### src/rtl/bffsc_pkg.sv
`default_nettype none

package bffsc_pkg;

    localparam int WORD_BITS = 32;
    localparam int OFFS_W    = 5;   // log2(WORD_BITS)
    localparam int SEL_W     = 5;   // word select carried by a 10-bit bit index
    localparam int IDX_W     = 10;
    localparam int WIU_W     = 6;

    typedef logic [WORD_BITS-1:0] word_t;

    typedef enum logic [1:0] {
        CMD_SET      = 2'd0,
        CMD_CLR      = 2'd1,
        CMD_FIND_SET = 2'd2,
        CMD_FIND_CLR = 2'd3
    } cmd_t;

    // Control broadcast to every cell of the ring
    typedef struct packed {
        logic             shift;     // rotate ring by one word
        logic             wr;        // single-bit update
        logic             set_bit;   // 1: set, 0: clear
        logic [SEL_W-1:0] word_sel;
        logic [OFFS_W-1:0] bit_sel;
    } cell_ctrl_t;

    // Control for the scanner at the head of the ring
    typedef struct packed {
        logic start;     // clear result before a new scan
        logic step;      // head word is valid this cycle
        logic want_set;  // 1: look for a one, 0: look for a zero
    } scan_ctrl_t;

endpackage

`default_nettype wire

### src/rtl/bffsc_cell.sv
`default_nettype none

module bffsc_cell #(
    parameter int CELL_INDEX = 0
) (
    input  wire logic                 clk,
    input  wire logic                 rst_n,
    input  wire bffsc_pkg::cell_ctrl_t ctrl,
    input  wire bffsc_pkg::word_t     next_word,
    output      bffsc_pkg::word_t     word
);
    import bffsc_pkg::*;

    word_t word_reg;
    word_t word_next;
    word_t mask;

    assign mask = word_t'(1) << ctrl.bit_sel;

    always_comb
    begin
        word_next = word_reg;
        if (ctrl.shift)
        begin
            word_next = next_word;
        end
        else if (ctrl.wr && (int'(ctrl.word_sel) == CELL_INDEX))
        begin
            if (ctrl.set_bit)
            begin
                word_next = word_reg | mask;
            end
            else
            begin
                word_next = word_reg & ~mask;
            end
        end
    end

    always_ff @(posedge clk or negedge rst_n)
    begin
        if (!rst_n)
        begin
            word_reg <= '0;
        end
        else
        begin
            word_reg <= word_next;
        end
    end

    assign word = word_reg;

endmodule

`default_nettype wire

### src/rtl/bffsc_scan.sv
`default_nettype none

module bffsc_scan #(
    parameter int KW = 5
) (
    input  wire logic                          clk,
    input  wire logic                          rst_n,
    input  wire bffsc_pkg::scan_ctrl_t         ctrl,
    input  wire bffsc_pkg::word_t              head_word,
    input  wire logic [KW-1:0]                 word_num,
    input  wire logic [bffsc_pkg::WIU_W-1:0]   words_in_use,
    output      logic                          found,
    output      logic [bffsc_pkg::IDX_W-1:0]   position
);
    import bffsc_pkg::*;

    logic              found_reg;
    logic              found_next;
    logic [IDX_W-1:0]  pos_reg;
    logic [IDX_W-1:0]  pos_next;
    word_t             cand;
    word_t             lowest;
    logic [OFFS_W-1:0] offs;
    logic              in_range;
    logic              hit;

    assign cand     = ctrl.want_set ? head_word : ~head_word;
    // isolate lowest one, then encode the one-hot
    assign lowest   = cand & (~cand + word_t'(1));
    assign in_range = int'(word_num) < int'(words_in_use);
    assign hit      = ctrl.step && !found_reg && in_range && (cand != '0);

    always_comb
    begin
        offs = '0;
        for (int i = 0; i < WORD_BITS; i++)
        begin
            if (lowest[i])
            begin
                offs = offs | OFFS_W'(i);
            end
        end
    end

    always_comb
    begin
        found_next = found_reg;
        pos_next   = pos_reg;
        if (ctrl.start)
        begin
            found_next = 1'b0;
            pos_next   = '0;
        end
        else if (hit)
        begin
            found_next = 1'b1;
            pos_next   = IDX_W'({word_num, offs});
        end
    end

    always_ff @(posedge clk or negedge rst_n)
    begin
        if (!rst_n)
        begin
            found_reg <= 1'b0;
        end
        else
        begin
            found_reg <= found_next;
        end
    end

    always_ff @(posedge clk)
    begin
        pos_reg <= pos_next;
    end

    assign found    = found_reg;
    assign position = pos_reg;

endmodule

`default_nettype wire

### src/rtl/bitmap_find_first_set_clear.sv
// Bit map of NUM_WORDS 32-bit words with set, clear, find-first-set and
// find-first-clear commands.
// Input channel: in_valid/in_stall carry command and bit_addr. A word is
//   taken at a clock edge with in_valid high and in_stall low.
// Set/clear: written in the accepting cycle; next word may follow at once.
//   Indexes past the end of the map are dropped. No result.
// Search: the words sit in a ring of cells that rotates one position per
//   cycle while searching; the scanner at the head checks one word a cycle, so
//   a search holds the input until its result is loaded into the output
//   register, and the ring is back in place when it ends. Only words below
//   words_in_use count.
// Output channel: out_valid/out_stall carry found and position (0 if not
//   found). The result sits in an output register; while it waits the block
//   still takes set/clear words and starts the next search, which then holds
//   at its end until the register frees up.
// Config: cfg_write/cfg_data load words_in_use; write only while idle.
// Reset: map all zeros, words_in_use = 32, no result pending.
`default_nettype none

module bitmap_find_first_set_clear #(
    parameter int NUM_WORDS = 32
) (
    input  wire logic                            clk,
    input  wire logic                            rst_n,
    input  wire logic                            cfg_write,
    input  wire logic [bffsc_pkg::WIU_W-1:0]     cfg_data,
    input  wire logic                            in_valid,
    output      logic                            in_stall,
    input  wire logic [1:0]                      command,
    input  wire logic [bffsc_pkg::IDX_W-1:0]     bit_addr,
    output      logic                            out_valid,
    input  wire logic                            out_stall,
    output      logic                            found,
    output      logic [bffsc_pkg::IDX_W-1:0]     position
);
    import bffsc_pkg::*;

    localparam int KW = (NUM_WORDS > 1) ? $clog2(NUM_WORDS) : 1;

    typedef enum logic [2:0] {
        ST_IDLE = 3'b001,
        ST_SCAN = 3'b010,
        ST_HOLD = 3'b100
    } state_t;

    state_t            state_reg, state_next;
    logic [KW-1:0]     k_reg, k_next;
    logic              sense_reg, sense_next;
    logic [WIU_W-1:0]  wiu_reg;
    logic              oval_reg, oval_next;
    logic              ofound_reg;
    logic [IDX_W-1:0]  opos_reg;

    logic              in_acc;
    logic              is_search;
    logic              out_free;
    logic              load_out;
    cell_ctrl_t        cctl;
    scan_ctrl_t        sctl;
    word_t             ring [NUM_WORDS];
    logic              scan_found;
    logic [IDX_W-1:0]  scan_pos;

    assign in_stall  = (state_reg != ST_IDLE);
    assign in_acc    = in_valid && !in_stall;
    assign is_search = (cmd_t'(command) == CMD_FIND_SET) ||
                       (cmd_t'(command) == CMD_FIND_CLR);
    assign out_free  = !oval_reg || !out_stall;
    assign load_out  = (state_reg == ST_HOLD) && out_free;

    always_comb
    begin
        state_next = state_reg;
        k_next     = k_reg;
        sense_next = sense_reg;
        unique case (state_reg)
            ST_IDLE:
            begin
                if (in_acc && is_search)
                begin
                    state_next = ST_SCAN;
                    k_next     = '0;
                    sense_next = (cmd_t'(command) == CMD_FIND_SET);
                end
            end
            ST_SCAN:
            begin
                if (k_reg == KW'(NUM_WORDS - 1))
                begin
                    state_next = ST_HOLD;
                end
                else
                begin
                    k_next = k_reg + KW'(1);
                end
            end
            ST_HOLD:
            begin
                if (out_free)
                begin
                    state_next = ST_IDLE;
                end
            end
            default:
            begin
                state_next = ST_IDLE;
            end
        endcase
    end

    // cell and scanner controls
    always_comb
    begin
        cctl.shift    = (state_reg == ST_SCAN);
        cctl.wr       = in_acc && !is_search;
        cctl.set_bit  = (cmd_t'(command) == CMD_SET);
        cctl.word_sel = bit_addr[IDX_W-1:OFFS_W];
        cctl.bit_sel  = bit_addr[OFFS_W-1:0];
        sctl.start    = in_acc && is_search;
        sctl.step     = (state_reg == ST_SCAN);
        sctl.want_set = sense_reg;
    end

    always_comb
    begin
        oval_next = oval_reg;
        if (load_out)
        begin
            oval_next = 1'b1;
        end
        else if (oval_reg && !out_stall)
        begin
            oval_next = 1'b0;
        end
    end

    always_ff @(posedge clk or negedge rst_n)
    begin
        if (!rst_n)
        begin
            state_reg <= ST_IDLE;
            k_reg     <= '0;
            sense_reg <= 1'b0;
            wiu_reg   <= WIU_W'(32);
            oval_reg  <= 1'b0;
        end
        else
        begin
            state_reg <= state_next;
            k_reg     <= k_next;
            sense_reg <= sense_next;
            oval_reg  <= oval_next;
            if (cfg_write)
            begin
                wiu_reg <= cfg_data;
            end
        end
    end

    always_ff @(posedge clk)
    begin
        if (load_out)
        begin
            ofound_reg <= scan_found;
            opos_reg   <= scan_pos;
        end
    end

    // ring of word cells: cell i takes cell i+1 on a rotate, head is cell 0
    for (genvar i = 0; i < NUM_WORDS; i++)
    begin : g_cell
        bffsc_cell #(
            .CELL_INDEX (i)
        ) u_cell (
            .clk       (clk),
            .rst_n     (rst_n),
            .ctrl      (cctl),
            .next_word (ring[(i + 1) % NUM_WORDS]),
            .word      (ring[i])
        );
    end

    bffsc_scan #(
        .KW (KW)
    ) u_scan (
        .clk          (clk),
        .rst_n        (rst_n),
        .ctrl         (sctl),
        .head_word    (ring[0]),
        .word_num     (k_reg),
        .words_in_use (wiu_reg),
        .found        (scan_found),
        .position     (scan_pos)
    );

    assign out_valid = oval_reg;
    assign found     = ofound_reg;
    assign position  = opos_reg;

endmodule

`default_nettype wire

### config.mk
export PLATFORM = sky130hd
export DESIGN_NAME = bitmap_find_first_set_clear
export DESIGN_NICKNAME = d
export VERILOG_FILES = /design/src/rtl/bffsc_pkg.sv /design/src/rtl/bffsc_cell.sv /design/src/rtl/bffsc_scan.sv /design/src/rtl/bitmap_find_first_set_clear.sv
export SDC_FILE = /design/constraint.sdc
export NUM_CORES = 2
export LEC_CHECK = 0
export BUFFER_PORTS_ARGS = -buffer_cell sky130_fd_sc_hd__buf_2
export CAP_MARGIN = 20
export CORE_MARGIN = 5
export CORE_UTILIZATION = 40
export CTS_CLUSTER_SIZE = 20
export DETAILED_ROUTE_END_ITERATION = 12
export GPL_TIMING_DRIVEN = 0
export PLACE_DENSITY = 0.55
export SYNTH_ARGS = -nofsm -noshare
export SYNTH_HDL_FRONTEND = slang
export SYNTH_SLANG_ARGS = --single-unit
### constraint.sdc
create_clock -name clk -period 2.6 [get_ports clk]
set_clock_uncertainty 0.05 [all_clocks]
set_input_delay 0 -clock clk [delete_from_list [all_inputs] [get_ports clk]]
set_output_delay 0 -clock clk [all_outputs]
set_load 0.05 [all_outputs]
==> results.sh <==
export IMPL_dieArea_um2=128000
export IMPL_rows=127
export IMPL_synth_flop_cell="dfrtp_1"
export IMPL_die_h_um=358
export IMPL_synth_top_family_by_area="compound AO/OA/AOI/OAI gates"
export IMPL_final_cell_area_um2=60200
export IMPL_drt_pass1_iterations=5
export IMPL_drive_gt1_frac=0.183
export IMPL_min_period_ns=2.70
export IMPL_multi_input_area_um2=20400
export IMPL_critPathLaunchType="primary input"
export IMPL_vias_per_cell=6.29
export IMPL_dr_total_vias=45500
export IMPL_arrival_ns=3.27
export IMPL_reg2reg_setup_slack_ns=-0.05
export IMPL_track_usage=0.274
export IMPL_nNetsFinal=5548
export IMPL_synth_area_um2=48500
export IMPL_ys_warn_count=0
export IMPL_synth_seq_area_share=0.548
export IMPL_dp_cells=6841
export IMPL_grt_first_pass_wirelength_um=272000
export IMPL_rsz0062_at_grt="true"
export IMPL_port_buffers=32
export IMPL_combPwrFrac=0.176
export IMPL_syn_nets=5217
export IMPL_grt_pass1_vias=42000
export IMPL_power_leakage_uw=0.0246
export IMPL_swShare=0.300
export IMPL_die_w_um=358
export IMPL_initial_core_util=0.404
export IMPL_synth_seq_cells=1062
export IMPL_cts_tree="built"
export IMPL_synth_area_mux_share=0.00400
export IMPL_critPathMaxFanout=10
export IMPL_clk_pin_slew_ns=0.06
export IMPL_tritoncts_num_sinks=1062
export IMPL_slew_headroom=0.272
export IMPL_pin_count=36
export IMPL_path_class="primary input to flip-flop"
export IMPL_status="finished, violations left"
export IMPL_layout_setup_ws_ns=-0.103
export IMPL_numCtsBuffers=116
export IMPL_worst_setup_path_end_kind="flip-flop"
export IMPL_place_area_um2=50900
export IMPL_ir_drop_mv=0.585
export IMPL_wire_per_inst_um=25.7
export IMPL_sequentialPowerShare=0.471
export IMPL_p_sw_uw=14600
export IMPL_nFillCells=11100
export IMPL_grt_overflow=0
export IMPL_timing_fmax_ghz=0.370
export IMPL_drv_cap=0
export IMPL_antenna_cells=0
export IMPL_wirelength_um=186000
export IMPL_synth_common_cells="2060 x a21oi_1, 1039 x dfrtp_1, 1029 x a31oi_1"
export IMPL_yosysUniqueCellTypes=74
export IMPL_clk_path_buf_depth=3
export IMPL_synth_simple_gate_area_frac=0.0265
export IMPL_internal_power_uw=34100
export IMPL_drc=0
export IMPL_synth_xor_area_frac=0.00108
export IMPL_cts_max_level=3
export IMPL_synth_top_area_cell="dfrtp_1"
export IMPL_clk_latency_ns=0.71
export IMPL_hold_path_class="primary input to asynchronous set/reset pin"
export IMPL_yosysMostFrequentCell="a21oi_1"
export IMPL_powerDensity_nw_per_um2=809
export IMPL_dr_first_iter_drc_count=5872
export IMPL_synth_edf_count=11
export IMPL_slew_violations=0
export IMPL_ant_nets=0
export IMPL_core_area_um2=120000
export IMPL_syn_avg_cell_area_um2=9.35
export IMPL_yosysTopAreaCellShare=0.536
export IMPL_violations="hold timing, setup timing"
export IMPL_cp_required_ns=3.16
export IMPL_synth_compound_area_frac=0.363
export IMPL_antenna_found_initial=0
export IMPL_synthCells=5188
export IMPL_synth_area_top_cells="dfrtp_1 54%, a21oi_1 21%, a31oi_1 13%, clkbuf_1 3.4%, buf_2 2.0%"
export IMPL_setup_viol=101
export IMPL_cts_root_buf="clkbuf_16"
export IMPL_min_period_over_period=1.04
export IMPL_dp_hpwl_um=137000
export IMPL_synth_adder_area_share=0.00155
export IMPL_place_congestion=1.06
export IMPL_p_clk_frac=0.353
export IMPL_fin_cells=7227
export IMPL_hold_viol_final=440
export IMPL_grt_max_degree=154
export IMPL_whs_ns=-0.494
export IMPL_area_growth_pct=24.1
export IMPL_async_reset_ff_frac=0.980
export IMPL_tightestPinTransition_ns=1.09
export IMPL_seq_area_um2=26600
cell usage in the layout (no fill, tap or decap), types with 25 or more instances in the layout:
master / count
a31oi_1: 1024
o21ai_4: 38
dfrtp_1: 1031
nor2_4: 33
clkbuf_2: 128
clkbuf_8: 33
buf_6: 54
clkbuf_4: 44
a21oi_1: 1989
buf_8: 36
dlygate4sd3_1: 31
buf_4: 94
buf_2: 139
clkbuf_1: 235
nor2_1: 30
o21ai_2: 25
clkbuf_16: 156
buf_12: 57
nand2_1: 38
a21oi_2: 69
area by class of cell:
| type | instances | area share |
|---|---|---|
| clock buffer | 175 | 0.0576 |
| sequential | 1062 | 0.442 |
| tap | 1612 | 0.0335 |
| buffer | 633 | 0.0673 |
| inverter | 14 | 0.000873 |
| multi-input combinational | 3471 | 0.338 |
| clock inverter | 39 | 0.00777 |
| timing repair buffer | 221 | 0.0531 |
per-layer routing:
| layer | global-route usage | up-vias | share of wire |
|---|---|---|---|
| met1 | 0.390 | 22700 | 0.43 |
| met2 | 0.428 | 2094 | 0.46 |
| met5 | 0 | - | 0 |
| met3 | 0.0357 | 334 | 0.069 |
| met4 | 0.107 | 0 | 0.045 |
| li1 | - | 20400 | - |
kinds of logic (layout without fill, tap and decap cells):
logic type	count (synthesis)	after routing
buffers and inverters	656	1082
AND/OR/NAND/NOR	231	231
AO/OA/AOI/OAI	3210	3211
multiplexers	17	17
flip-flops	1062	1062
adder cells (fa/ha/maj)	6	6
XOR/XNOR	6	6
power by group through the flow:
stage | Sequential [uW] | Combinational [uW] | Clock [uW]
finish | 23000 | 8550 | 17200
global route | 23300 | 9520 | 18100
floorplan | 22200 | 5470 | 0
detailed placement | 22900 | 7560 | 0
CTS | 22700 | 8020 | 17400
global placement | 22900 | 7310 | 0
worst max-delay path, cell delays in order:
cell and delay (ns):
buf_2 0.18, buf_2 0.34, inv_2 0.21, nor2_1 0.44, nand2_1 0.47, o21ai_2 0.69
clkbuf_1 0.57, a21oi_1 0.14, a31oi_1 0.20
path summary, 6_finish.rpt:
check	startpoint	end	cells past startpoint
setup / recovery	bit_addr[1]	flip-flop	9
hold / removal	rst_n	asynchronous set/reset pin	4
setup reg to reg	state_reg[0]	flip-flop	10
hold reg to reg	u_scan.position[4]	position[4]	0
max in group asynchronous	rst_n	asynchronous set/reset pin	9
min in group clk	bit_addr[6]	flip-flop	6
metrics by stage:
| stage | setup TNS [ns] | utilization | setup WS, ns | total power (uW) | hold WS [ns] |
|---|---|---|---|---|---|
| after floorplan | 0 | - | 0.127 | 27600 | -0.346 |
| after global placement | - | 0.422 | -22.25 | 30200 | 0.156 |
| after detailed placement | -922.74 | 0.424 | -1.07 | 30500 | -0.101 |
| after CTS | -0.000332 | 0.480 | -0.000332 | 48200 | -0.787 |
| after global routing | -28.08 | 0.501 | -0.132 | 51000 | -0.373 |
| final | -2.50 | 0.501 | -0.103 | 48700 | -0.494 |
timing repair:
| item | 4_1_cts | 5_1_grt |
|---|---|---|
| hold buffers | 29 | 10 |
| pin swaps | 38 | 74 |
| endpoints found under the setup margin | 1172 | 1114 |
| gates cloned | 2 | 38 |
| buffers inserted | 85 | 17 |
| gates resized for setup | 485 | 535 |
| hold endpoints to repair | 399 | 268 |
Power figures use the tool's default switching activity.
